`src/rtl/pcmu_pkg.sv`:
```
// package for the pcm sample word unpacker
// types, codes and helper functions shared by the front, queue, back and top
// no dependencies
package pcmu_pkg;

  localparam int unsigned WORD_W    = 16;
  localparam int unsigned DATA_W    = 32;
  localparam int unsigned SIZE_W    = 2;
  localparam int unsigned CFG_IDX_W = 3;
  localparam int unsigned STEP_W    = 3;

  // sample_format codes
  localparam logic [1:0] FMT_16     = 2'd0;
  localparam logic [1:0] FMT_32     = 2'd1;
  localparam logic [1:0] FMT_PACKED = 2'd2;

  // data_size codes
  localparam logic [SIZE_W-1:0] SIZE_BYTE = 2'd0;
  localparam logic [SIZE_W-1:0] SIZE_16   = 2'd1;
  localparam logic [SIZE_W-1:0] SIZE_32   = 2'd2;

  // configuration register indexes
  localparam logic [CFG_IDX_W-1:0] REG_FORMAT  = 3'd0;
  localparam logic [CFG_IDX_W-1:0] REG_STEREO  = 3'd1;
  localparam logic [CFG_IDX_W-1:0] REG_SWAP    = 3'd2;
  localparam logic [CFG_IDX_W-1:0] REG_LITTLE  = 3'd3;
  localparam logic [CFG_IDX_W-1:0] REG_MASK    = 3'd4;

  // final step of a job
  localparam logic [STEP_W-1:0] STEP_ONE_SAMPLE  = 3'd0;
  localparam logic [STEP_W-1:0] STEP_TWO_SAMPLES = 3'd1;
  localparam logic [STEP_W-1:0] STEP_ONE_TRIPLE  = 3'd2;
  localparam logic [STEP_W-1:0] STEP_TWO_TRIPLES = 3'd5;

  typedef enum logic {
    JOB_SAMPLES,
    JOB_BYTES
  } job_kind_e;

  typedef struct packed {
    logic [1:0]        sample_format;
    logic              stereo;
    logic              swap_bytes;
    logic              little_endian;
    logic [DATA_W-1:0] xor_mask;
  } cfg_t;

  // one frame's (or one sixteen-bit sample's) worth of output work, handed from front to back
  typedef struct packed {
    job_kind_e         kind;
    logic              two;         // second sample or byte triple follows
    logic              first_last;  // first sample closes the frame
    logic [SIZE_W-1:0] size;
    logic [DATA_W-1:0] v0;
    logic [DATA_W-1:0] v1;
  } job_t;

  function automatic logic [15:0] swap16(input logic [15:0] v);
    return {v[7:0], v[15:8]};
  endfunction

  function automatic logic [31:0] swap32(input logic [31:0] v);
    return {v[7:0], v[15:8], v[23:16], v[31:24]};
  endfunction

  // the back always sends bits [15:8], [23:16], [31:24]; big order swaps the outer two
  function automatic logic [31:0] byte_order(input logic [31:0] v, input logic little);
    return little ? v : {v[15:8], v[23:16], v[31:24], v[7:0]};
  endfunction

endpackage

```
`src/rtl/pcmu_if.sv`:
```
// handshake channel interfaces for the pcm sample word unpacker
// word input, result output and configuration write; no dependencies
interface pcmu_word_if;
  logic        valid;
  logic        ready;
  logic [15:0] word;

  modport source (output valid, output word, input ready);
  modport sink (input valid, input word, output ready);
endinterface

interface pcmu_result_if;
  logic        valid;
  logic        ready;
  logic [31:0] data;
  logic [1:0]  data_size;
  logic        last_of_frame;

  modport source (output valid, output data, output data_size, output last_of_frame,
                  input ready);
  modport sink (input valid, input data, input data_size, input last_of_frame,
                output ready);
endinterface

interface pcmu_cfg_if;
  logic        valid;
  logic        ready;
  logic [2:0]  index;
  logic [31:0] wdata;

  modport source (output valid, output index, output wdata, input ready);
  modport sink (input valid, input index, input wdata, output ready);
endinterface

```
`src/rtl/pcmu_front.sv`:
```
// front end: accepts fifo words, tracks frame phase, builds output jobs
// depends on pcmu_pkg
module pcmu_front import pcmu_pkg::*; (
  input  logic              clk_i,
  input  logic              rst_ni,
  input  cfg_t              cfg_i,
  input  logic              in_valid_i,
  input  logic [WORD_W-1:0] in_word_i,
  output logic              in_ready_o,
  input  logic              q_full_i,
  output logic              push_o,
  output job_t              job_o
);

  logic [1:0]        phase_q, phase_d;
  logic [WORD_W-1:0] first_q, first_d;
  logic [WORD_W-1:0] second_q, second_d;
  logic              is_16;
  logic              needs_job;
  logic              accept;
  logic [15:0]       s16;
  logic [31:0]       left, right, mono;

  assign is_16     = (cfg_i.sample_format == FMT_16);
  assign needs_job = is_16 ? ((phase_q == 2'd0) || cfg_i.stereo) : phase_q[1];
  assign in_ready_o = !needs_job || !q_full_i;
  assign accept    = in_valid_i && in_ready_o;
  assign push_o    = accept && needs_job;

  always_comb begin
    s16   = in_word_i ^ cfg_i.xor_mask[15:0];
    s16   = cfg_i.swap_bytes ? swap16(s16) : s16;
    left  = {second_q[7:0], first_q, 8'h00} ^ cfg_i.xor_mask;
    right = {in_word_i, second_q[15:8], 8'h00} ^ cfg_i.xor_mask;
    mono  = {first_q, second_q[7:0], 8'h00} ^ {16'h0000, cfg_i.xor_mask[15:0]};
  end

  // job contents
  always_comb begin
    job_o.kind       = JOB_SAMPLES;
    job_o.two        = 1'b0;
    job_o.first_last = 1'b1;
    job_o.size       = SIZE_16;
    job_o.v0         = {16'h0000, s16};
    job_o.v1         = '0;
    if (is_16) begin
      job_o.first_last = (phase_q != 2'd0) || !cfg_i.stereo;
    end else if (cfg_i.sample_format == FMT_PACKED) begin
      job_o.kind = JOB_BYTES;
      job_o.size = SIZE_BYTE;
      job_o.two  = cfg_i.stereo;
      job_o.v0   = byte_order(cfg_i.stereo ? left : mono, cfg_i.little_endian);
      job_o.v1   = byte_order(right, cfg_i.little_endian);
    end else begin
      job_o.size       = SIZE_32;
      job_o.two        = cfg_i.stereo;
      job_o.first_last = !cfg_i.stereo;
      job_o.v0         = cfg_i.swap_bytes ? swap32(left) : left;
      job_o.v1         = cfg_i.swap_bytes ? swap32(right) : right;
    end
  end

  always_comb begin
    phase_d  = phase_q;
    first_d  = first_q;
    second_d = second_q;
    if (accept) begin
      if (is_16) begin
        phase_d = (phase_q == 2'd0) ? 2'd1 : 2'd0;
      end else begin
        case (phase_q)
          2'd0: begin
            first_d = in_word_i;
            phase_d = 2'd1;
          end
          2'd1: begin
            second_d = in_word_i;
            phase_d  = 2'd2;
          end
          default: phase_d = 2'd0;
        endcase
      end
    end
  end

  always_ff @(posedge clk_i or negedge rst_ni) begin
    if (!rst_ni) begin
      phase_q  <= 2'd0;
      first_q  <= '0;
      second_q <= '0;
    end else begin
      phase_q  <= phase_d;
      first_q  <= first_d;
      second_q <= second_d;
    end
  end

endmodule

```
`src/rtl/pcmu_queue.sv`:
```
// short job queue between front and back
// depends on pcmu_pkg
module pcmu_queue import pcmu_pkg::*; #(
  parameter int unsigned DEPTH = 2
) (
  input  logic clk_i,
  input  logic rst_ni,
  input  logic push_i,
  input  job_t job_i,
  output logic full_o,
  input  logic pop_i,
  output job_t job_o,
  output logic empty_o
);

  localparam int unsigned PTR_W = (DEPTH > 1) ? $clog2(DEPTH) : 1;
  localparam int unsigned CNT_W = $clog2(DEPTH + 1);

  job_t             mem_q [DEPTH];
  logic [PTR_W-1:0] wr_ptr_q, wr_ptr_d;
  logic [PTR_W-1:0] rd_ptr_q, rd_ptr_d;
  logic [CNT_W-1:0] count_q, count_d;
  logic             do_push, do_pop;

  function automatic logic [PTR_W-1:0] next_ptr(input logic [PTR_W-1:0] p);
    return (p == PTR_W'(DEPTH - 1)) ? '0 : p + PTR_W'(1);
  endfunction

  assign full_o  = (count_q == CNT_W'(DEPTH));
  assign empty_o = (count_q == '0);
  assign do_push = push_i && !full_o;
  assign do_pop  = pop_i && !empty_o;
  assign job_o   = mem_q[rd_ptr_q];

  always_comb begin
    wr_ptr_d = do_push ? next_ptr(wr_ptr_q) : wr_ptr_q;
    rd_ptr_d = do_pop ? next_ptr(rd_ptr_q) : rd_ptr_q;
    count_d  = count_q;
    if (do_push && !do_pop) begin
      count_d = count_q + CNT_W'(1);
    end else if (do_pop && !do_push) begin
      count_d = count_q - CNT_W'(1);
    end
  end

  always_ff @(posedge clk_i or negedge rst_ni) begin
    if (!rst_ni) begin
      wr_ptr_q <= '0;
      rd_ptr_q <= '0;
      count_q  <= '0;
    end else begin
      wr_ptr_q <= wr_ptr_d;
      rd_ptr_q <= rd_ptr_d;
      count_q  <= count_d;
    end
  end

  always_ff @(posedge clk_i) begin
    if (do_push) begin
      mem_q[wr_ptr_q] <= job_i;
    end
  end

endmodule

```
`src/rtl/pcmu_back.sv`:
```
// back end: steps through queued jobs, one result word per cycle while the output is ready
// depends on pcmu_pkg
module pcmu_back import pcmu_pkg::*; (
  input  logic              clk_i,
  input  logic              rst_ni,
  input  logic              q_empty_i,
  input  job_t              job_i,
  output logic              pop_o,
  output logic              out_valid_o,
  input  logic              out_ready_i,
  output logic [DATA_W-1:0] out_data_o,
  output logic [SIZE_W-1:0] out_size_o,
  output logic              out_last_o
);

  logic [STEP_W-1:0] step_q, step_d;
  logic [STEP_W-1:0] final_step;
  logic              out_valid_q, out_valid_d;
  logic [DATA_W-1:0] data_q, data_d;
  logic [SIZE_W-1:0] size_q, size_d;
  logic              last_q, last_d;
  logic              advance;
  logic [DATA_W-1:0] res_data;
  logic              res_last;

  always_comb begin
    if (job_i.kind == JOB_BYTES) begin
      final_step = job_i.two ? STEP_TWO_TRIPLES : STEP_ONE_TRIPLE;
    end else begin
      final_step = job_i.two ? STEP_TWO_SAMPLES : STEP_ONE_SAMPLE;
    end
  end

  // result for the current step of the head job
  always_comb begin
    res_data = job_i.v0;
    res_last = (step_q == final_step);
    if (job_i.kind == JOB_BYTES) begin
      case (step_q)
        3'd0:    res_data = {24'h0, job_i.v0[15:8]};
        3'd1:    res_data = {24'h0, job_i.v0[23:16]};
        3'd2:    res_data = {24'h0, job_i.v0[31:24]};
        3'd3:    res_data = {24'h0, job_i.v1[15:8]};
        3'd4:    res_data = {24'h0, job_i.v1[23:16]};
        default: res_data = {24'h0, job_i.v1[31:24]};
      endcase
    end else begin
      res_data = (step_q == STEP_ONE_SAMPLE) ? job_i.v0 : job_i.v1;
      res_last = (step_q == STEP_ONE_SAMPLE) ? job_i.first_last : 1'b1;
    end
  end

  assign advance = !q_empty_i && (!out_valid_q || out_ready_i);
  assign pop_o   = advance && (step_q == final_step);

  always_comb begin
    step_d      = step_q;
    out_valid_d = out_valid_q;
    data_d      = data_q;
    size_d      = size_q;
    last_d      = last_q;
    if (advance) begin
      step_d      = pop_o ? '0 : step_q + STEP_W'(1);
      out_valid_d = 1'b1;
      data_d      = res_data;
      size_d      = job_i.size;
      last_d      = res_last;
    end else if (out_ready_i) begin
      out_valid_d = 1'b0;
    end
  end

  always_ff @(posedge clk_i or negedge rst_ni) begin
    if (!rst_ni) begin
      step_q      <= '0;
      out_valid_q <= 1'b0;
    end else begin
      step_q      <= step_d;
      out_valid_q <= out_valid_d;
    end
  end

  always_ff @(posedge clk_i) begin
    data_q <= data_d;
    size_q <= size_d;
    last_q <= last_d;
  end

  assign out_valid_o = out_valid_q;
  assign out_data_o  = data_q;
  assign out_size_o  = size_q;
  assign out_last_o  = last_q;

endmodule

```
`src/rtl/pcm_sample_word_unpacker.sv`:
```
// top level of the pcm sample word unpacker
// depends on pcmu_pkg, pcmu_if, pcmu_front, pcmu_queue and pcmu_back
//
// Rebuilds pcm samples from 16-bit codec fifo words. The front takes one word
// per cycle, keeps the first two words of a frame and, when a frame (or a
// sixteen-bit sample) is complete, pushes a job holding the masked, swapped or
// byte-ordered samples into a QUEUE_DEPTH entry queue. The back sends one
// result word per cycle from the head job while the output is ready, through a
// single output register. A word is taken every cycle while the queue has
// room, so the sustained rate is set by the result register: one word per
// cycle for sixteen-bit and thirty-two-bit frames, less for stereo packed
// three-byte frames (six bytes per three words). A frame's job goes
// through the queue and the output register. Configuration is written through
// cfg_i, always ready; writes to indexes beyond the register list are dropped.
module pcm_sample_word_unpacker import pcmu_pkg::*; #(
  parameter int unsigned QUEUE_DEPTH = 2
) (
  input  logic       clk_i,
  input  logic       rst_ni,
  pcmu_cfg_if.sink   cfg_i,
  pcmu_word_if.sink  in_i,
  pcmu_result_if.source out_o
);

  // configuration registers
  cfg_t cfg_q, cfg_d;

  // front to queue to back
  logic q_full, q_empty, q_push, q_pop;
  job_t push_job, head_job;

  assign cfg_i.ready = 1'b1;

  // register write decode
  always_comb begin
    cfg_d = cfg_q;
    if (cfg_i.valid) begin
      case (cfg_i.index)
        REG_FORMAT: cfg_d.sample_format = cfg_i.wdata[1:0];
        REG_STEREO: cfg_d.stereo        = cfg_i.wdata[0];
        REG_SWAP:   cfg_d.swap_bytes    = cfg_i.wdata[0];
        REG_LITTLE: cfg_d.little_endian = cfg_i.wdata[0];
        REG_MASK:   cfg_d.xor_mask      = cfg_i.wdata;
        default:    cfg_d = cfg_q;
      endcase
    end
  end

  always_ff @(posedge clk_i or negedge rst_ni) begin
    if (!rst_ni) begin
      cfg_q.sample_format <= FMT_16;
      cfg_q.stereo        <= 1'b0;
      cfg_q.swap_bytes    <= 1'b0;
      cfg_q.little_endian <= 1'b1;
      cfg_q.xor_mask      <= '0;
    end else begin
      cfg_q <= cfg_d;
    end
  end

  // word intake and frame assembly
  pcmu_front u_front (
    .clk_i      (clk_i),
    .rst_ni     (rst_ni),
    .cfg_i      (cfg_q),
    .in_valid_i (in_i.valid),
    .in_word_i  (in_i.word),
    .in_ready_o (in_i.ready),
    .q_full_i   (q_full),
    .push_o     (q_push),
    .job_o      (push_job)
  );

  // decouples word intake from result delivery
  pcmu_queue #(
    .DEPTH (QUEUE_DEPTH)
  ) u_queue (
    .clk_i   (clk_i),
    .rst_ni  (rst_ni),
    .push_i  (q_push),
    .job_i   (push_job),
    .full_o  (q_full),
    .pop_i   (q_pop),
    .job_o   (head_job),
    .empty_o (q_empty)
  );

  // result sequencing
  pcmu_back u_back (
    .clk_i       (clk_i),
    .rst_ni      (rst_ni),
    .q_empty_i   (q_empty),
    .job_i       (head_job),
    .pop_o       (q_pop),
    .out_valid_o (out_o.valid),
    .out_ready_i (out_o.ready),
    .out_data_o  (out_o.data),
    .out_size_o  (out_o.data_size),
    .out_last_o  (out_o.last_of_frame)
  );

endmodule
```
`src/flat_wrapper.sv`:
```
// flat-port wrapper written by rule: the top's interface ports become plain ports
module pcm_sample_word_unpacker_flat import pcmu_pkg::*;
#(
  parameter int unsigned QUEUE_DEPTH = 2
)
  (clk_i, rst_ni, cfg_i_valid, cfg_i_index, cfg_i_wdata, cfg_i_ready, in_i_valid, in_i_word, in_i_ready, out_o_valid, out_o_data, out_o_data_size, out_o_last_of_frame, out_o_ready);
  pcmu_cfg_if cfg_i_i ();
  pcmu_word_if in_i_i ();
  pcmu_result_if out_o_i ();
  input  logic clk_i;
  input  logic rst_ni;
  input wire logic [$bits(cfg_i_i.valid)-1:0] cfg_i_valid;
  input wire logic [$bits(cfg_i_i.index)-1:0] cfg_i_index;
  input wire logic [$bits(cfg_i_i.wdata)-1:0] cfg_i_wdata;
  output wire logic [$bits(cfg_i_i.ready)-1:0] cfg_i_ready;
  input wire logic [$bits(in_i_i.valid)-1:0] in_i_valid;
  input wire logic [$bits(in_i_i.word)-1:0] in_i_word;
  output wire logic [$bits(in_i_i.ready)-1:0] in_i_ready;
  output wire logic [$bits(out_o_i.valid)-1:0] out_o_valid;
  output wire logic [$bits(out_o_i.data)-1:0] out_o_data;
  output wire logic [$bits(out_o_i.data_size)-1:0] out_o_data_size;
  output wire logic [$bits(out_o_i.last_of_frame)-1:0] out_o_last_of_frame;
  input wire logic [$bits(out_o_i.ready)-1:0] out_o_ready;
  assign cfg_i_i.valid = cfg_i_valid;
  assign cfg_i_i.index = cfg_i_index;
  assign cfg_i_i.wdata = cfg_i_wdata;
  assign cfg_i_ready = cfg_i_i.ready;
  assign in_i_i.valid = in_i_valid;
  assign in_i_i.word = in_i_word;
  assign in_i_ready = in_i_i.ready;
  assign out_o_valid = out_o_i.valid;
  assign out_o_data = out_o_i.data;
  assign out_o_data_size = out_o_i.data_size;
  assign out_o_last_of_frame = out_o_i.last_of_frame;
  assign out_o_i.ready = out_o_ready;
  pcm_sample_word_unpacker #(.QUEUE_DEPTH(QUEUE_DEPTH)) u_core (.clk_i(clk_i), .rst_ni(rst_ni), .cfg_i(cfg_i_i), .in_i(in_i_i), .out_o(out_o_i));
endmodule
```
`config.mk`:
```
export PLATFORM = sky130hd
export DESIGN_NAME = pcm_sample_word_unpacker_flat
export DESIGN_NICKNAME = d
export VERILOG_FILES = /design/src/rtl/pcmu_pkg.sv /design/src/rtl/pcmu_if.sv /design/src/rtl/pcmu_front.sv /design/src/rtl/pcmu_queue.sv /design/src/rtl/pcmu_back.sv /design/src/rtl/pcm_sample_word_unpacker.sv /design/src/flat_wrapper.sv
export SDC_FILE = /design/constraint.sdc
export NUM_CORES = 1
export LEC_CHECK = 0
export ABC_AREA = 1
export BUFFER_PORTS_ARGS = -buffer_cell sky130_fd_sc_hd__buf_2
export CAP_MARGIN = 20
export CORE_MARGIN = 2
export CORE_UTILIZATION = 25
export DETAILED_ROUTE_END_ITERATION = 16
export SYNTH_ARGS = -nofsm -noshare
export SYNTH_HDL_FRONTEND = slang
export SYNTH_HIERARCHICAL = 1
export SYNTH_SLANG_ARGS = --single-unit
```
`constraint.sdc`:
```
create_clock -name clk_i -period 6.4 [get_ports clk_i]
set_input_delay 0 -clock clk_i [delete_from_list [all_inputs] [get_ports clk_i]]
set_output_delay 0 -clock clk_i [all_outputs]
set_load 0.01 [all_outputs]
```
==> results.tsv <==
stage	metric	value	unit
clock_network	clk_latency	560	ps
critical_path	endpoint_kind	register	
synth	synth-seq-cells	252	
sta	grt_setup_unrepaired	false	
global_route	grt_pass1_vias	10000	
layout	final-seq-area	7170	sq um
synth	ys_top_cells_by_area	edfxtp_1 (39%), nand2_1 (16%), dfrtp_1 (15%)	
clock_network	clock-sinks	252	
synth	yosys.area.top_type	edfxtp_1	
critical_path	path_cells	nor2_4 > inv_2 > nand2_1 > nand3_1 > nand2_1 > inv_1 > nand3_1 > inv_1 > inv_1 > nor2_2 > nand2_1 > inv_2 > buf_4	
synth	syn_inst	1577	
sta	finalSetupViolCount	0	
sta	timing_hold_violations_final	0	
worst_hold_path	hp-class	in2reg	
die	core_area	52900	sq um
layout	final_nets	1752	
power	power_leakage	7.03	nW
critical_path	crit_fanout	46	
power	peakVddDrop	0.222	mV
place	hpwl	25700	um
synth	ys_types	40	
synth	yosysTopAreaCellShare	38.6	%
drt	drt.antenna.violating_nets	0	
die	start_util	25.4	%
layout	final_util	30.0	%
power	pwr-share-clk	21.5	%
global_route	grt_overflow	0	
layout	n_antenna_cell	0	
clock_network	cts-root-buf	clkbuf_16	
place	preCtsSetupSlack	3090	ps
die	die_w	236	um
critical_path	arrival	3510	ps
clock_network	clk_pin_slew	70	ps
sta	worstMarginPinSlew	1050	ps
layout	final_common_cell	nand2_1	
critical_path	max_stage_delay	750	ps
sta	layout_setup_ws	3120	ps
sta	finClkSkew	14.5	ps
power	p_seq_share	38.1	%
synth	seq_area_frac_synth	53.4	%
critical_path	critPathRequiredTime	6630	ps
place	place.gp.congestion	0.894	
sta	fin_crit_sh	51.3	%
sta	final.setup.tns	0	ps
clock_network	htree_levels	1	
die	ios	94	
layout	multi_input_comb_area	5310	sq um
drt	post_drt_via_cell_ratio	4.50	
drt	avgRoutedWirePerCell	14.9	um
global_route	grt_max_degree	80	
outcome	status	finished clean	
critical_path	crit_type	reg2reg	
die	rows	84	
drt	firstDrtPassIters	6	
synth	netlist_area	13400	sq um
sta	slew_violations	0	
sta	min_period	3280	ps
power	power_density	450	nW/um^2
power	p_switching	2.94	mW
power	comb_power_share	40.4	%
critical_path	cp-start-kind	register	
power	p_sw_share	41.2	%
synth	syn_nets	1639	
run	drv_cap	0	
die	die_y	236	um
clock_network	cts_tree	done	
synth	synth_warnings	6	
die	die-area	55600	sq um
clock_network	cts_max_path_buffers	3	
drt	routed_wl	35800	um
layout	drive_above_1_share	11.5	%
sta	maxSlewHeadroom	29.8	%
drt	route.detailed.drc	0	
global_route	antenna_found_initial	0	
drt	via_count	10800	
power	intPower	4.19	mW
global_route	grt_pass1_wl	56900	um
clock_network	cts-buffers-inserted	28	
place	io_buffers	92	
sta	fmax	305	MHz
global_route	grtUsageTotal	12.7	%
layout	fillers	5497	
synth	synth_area_per_cell	8.52	sq um
drt	drtIter0Drc	1000	
critical_path	critPathSlowestCell	inv_2	
layout	final_cell_mix	nand2_1 (572), edfxtp_1 (173), nor2_1 (142), nand3_1 (111), inv_1 (106)	
layout	syn_to_final_growth	17.9	%
-- power groups by stage --
| stage | clock (mW) | sequential [mW] | combinational (mW) |
|---|---|---|---|
| final | 1.54 | 2.72 | 2.88 |
| after global routing | 1.64 | 2.78 | 3.27 |
| after CTS | 1.58 | 2.73 | 2.86 |
| after detailed placement | 0 | 2.76 | 2.82 |
| after global placement | 0 | 2.76 | 2.75 |
| after floorplan | 0 | 2.73 | 2.03 |
-- worst paths after layout --
kind                                               from                          end  slack (ps)  depth (start not counted)
worst max-delay path                   u_core/cfg_q[36]  u_core/u_queue/mem_q[0][56]        3120                         13
worst min-delay path                        cfg_i_valid              u_core/cfg_q[6]          40                          6
worst max register to register         u_core/cfg_q[36]  u_core/u_queue/mem_q[0][56]        3120                         13
worst min register to register  u_core/u_queue/wr_ptr_q      u_core/u_queue/wr_ptr_q         500                          2
max in group asynchronous                        rst_ni             u_core/cfg_q[32]        5350                          4
min in group asynchronous                        rst_ni             u_core/cfg_q[22]         450                          3
-- routing by layer --
layer / GRT usage (%) / routed length, um / vias to the layer above
met5: 0 / 0 / -
met4: 2.78 / 747 / 0
met3: 1.57 / 2530 / 51
met2: 18.4 / 14800 / 414
met1: 20.0 / 17800 / 4987
li1: - / - / 5343
-- sequential cells by signal, indices dropped and copies added (netlist names) --
name / cells
u_core/u_front/second_q: 16
u_core/u_queue/rd_ptr_q: 1
u_core/u_queue/count_q: 2
u_core/u_back/out_data_o: 32
u_core/u_queue/wr_ptr_q: 1
u_core/u_queue/mem_q: 138
u_core/u_back/step_q: 3
u_core/u_back/out_valid_o: 1
u_core/cfg_q: 37
u_core/u_back/out_last_o: 1
u_core/u_front/first_q: 16
u_core/u_front/phase_q: 2
u_core/u_back/out_size_o: 2
-- kinds of logic after synthesis --
| family | share of synthesized area, % |
|---|---|
| other | 0.0279 |
| flip-flops | 53.4 |
| buffers and inverters | 7.29 |
| adder cells (fa/ha/maj) | 0.558 |
| AO/OA/AOI/OAI | 9.22 |
| XOR/XNOR | 3.84 |
| AND/OR/NAND/NOR | 25.7 |
-- synthesized netlist by cell type, drive strengths merged --
master and number:
a211oi 6, a21oi 51, a31oi 1, and2 8
buf 68, clkbuf 13, clkinv 2, conb 1
dfrtp 78, dfstp 1, edfxtp 173, ha 6
inv 116, nand2 579, nand3 113, nand3b 1
nand4 1, nor2 149, o211ai 19, o21ai 122
o221ai 3, o22a 3, o22ai 4, xnor2 33
xor2 26
-- layout make-up --
| type | count | area share [%] |
|---|---|---|
| Clock buffer | 36 | 4.67 |
| Clock inverter | 13 | 0.892 |
| Inverter | 118 | 2.84 |
| Multi-Input combinational cell | 1126 | 33.5 |
| Sequential cell | 252 | 45.3 |
| Tap cell | 688 | 5.43 |
| Timing Repair Buffer | 164 | 7.40 |
-- repair_timing --
action / in CTS / in global routing
resized for setup: 0 / 0
hold endpoints to repair: 156 / 23
hold buffers: 59 / 1
buffers inserted: 0 / 0
-- per-stage QoR --
| stage | std cells | instance area [sq um] | hold slack [ps] | power (mW) |
|---|---|---|---|---|
| 3_3_place_gp | 2287 | 14300 | 215 | 5.51 |
| 6_report | 2397 | 15900 | 40.4 | 7.13 |
| 3_5_place_dp | 2287 | 14300 | 231 | 5.58 |
| 2_1_floorplan | 1577 | 13400 | -296 | 4.76 |
| 4_1_cts | 2395 | 15800 | 26.6 | 7.17 |
| 5_1_grt | 2397 | 15900 | 94.3 | 7.69 |
-- critical path: cells and delay by family (launching register included) --
| kind | cells | cell delay [ps] |
|---|---|---|
| buf+inv | 6 | 1700 |
| simple gates | 7 | 750 |
| flops | 1 | 450 |
Power figures use the tool's default switching activity.
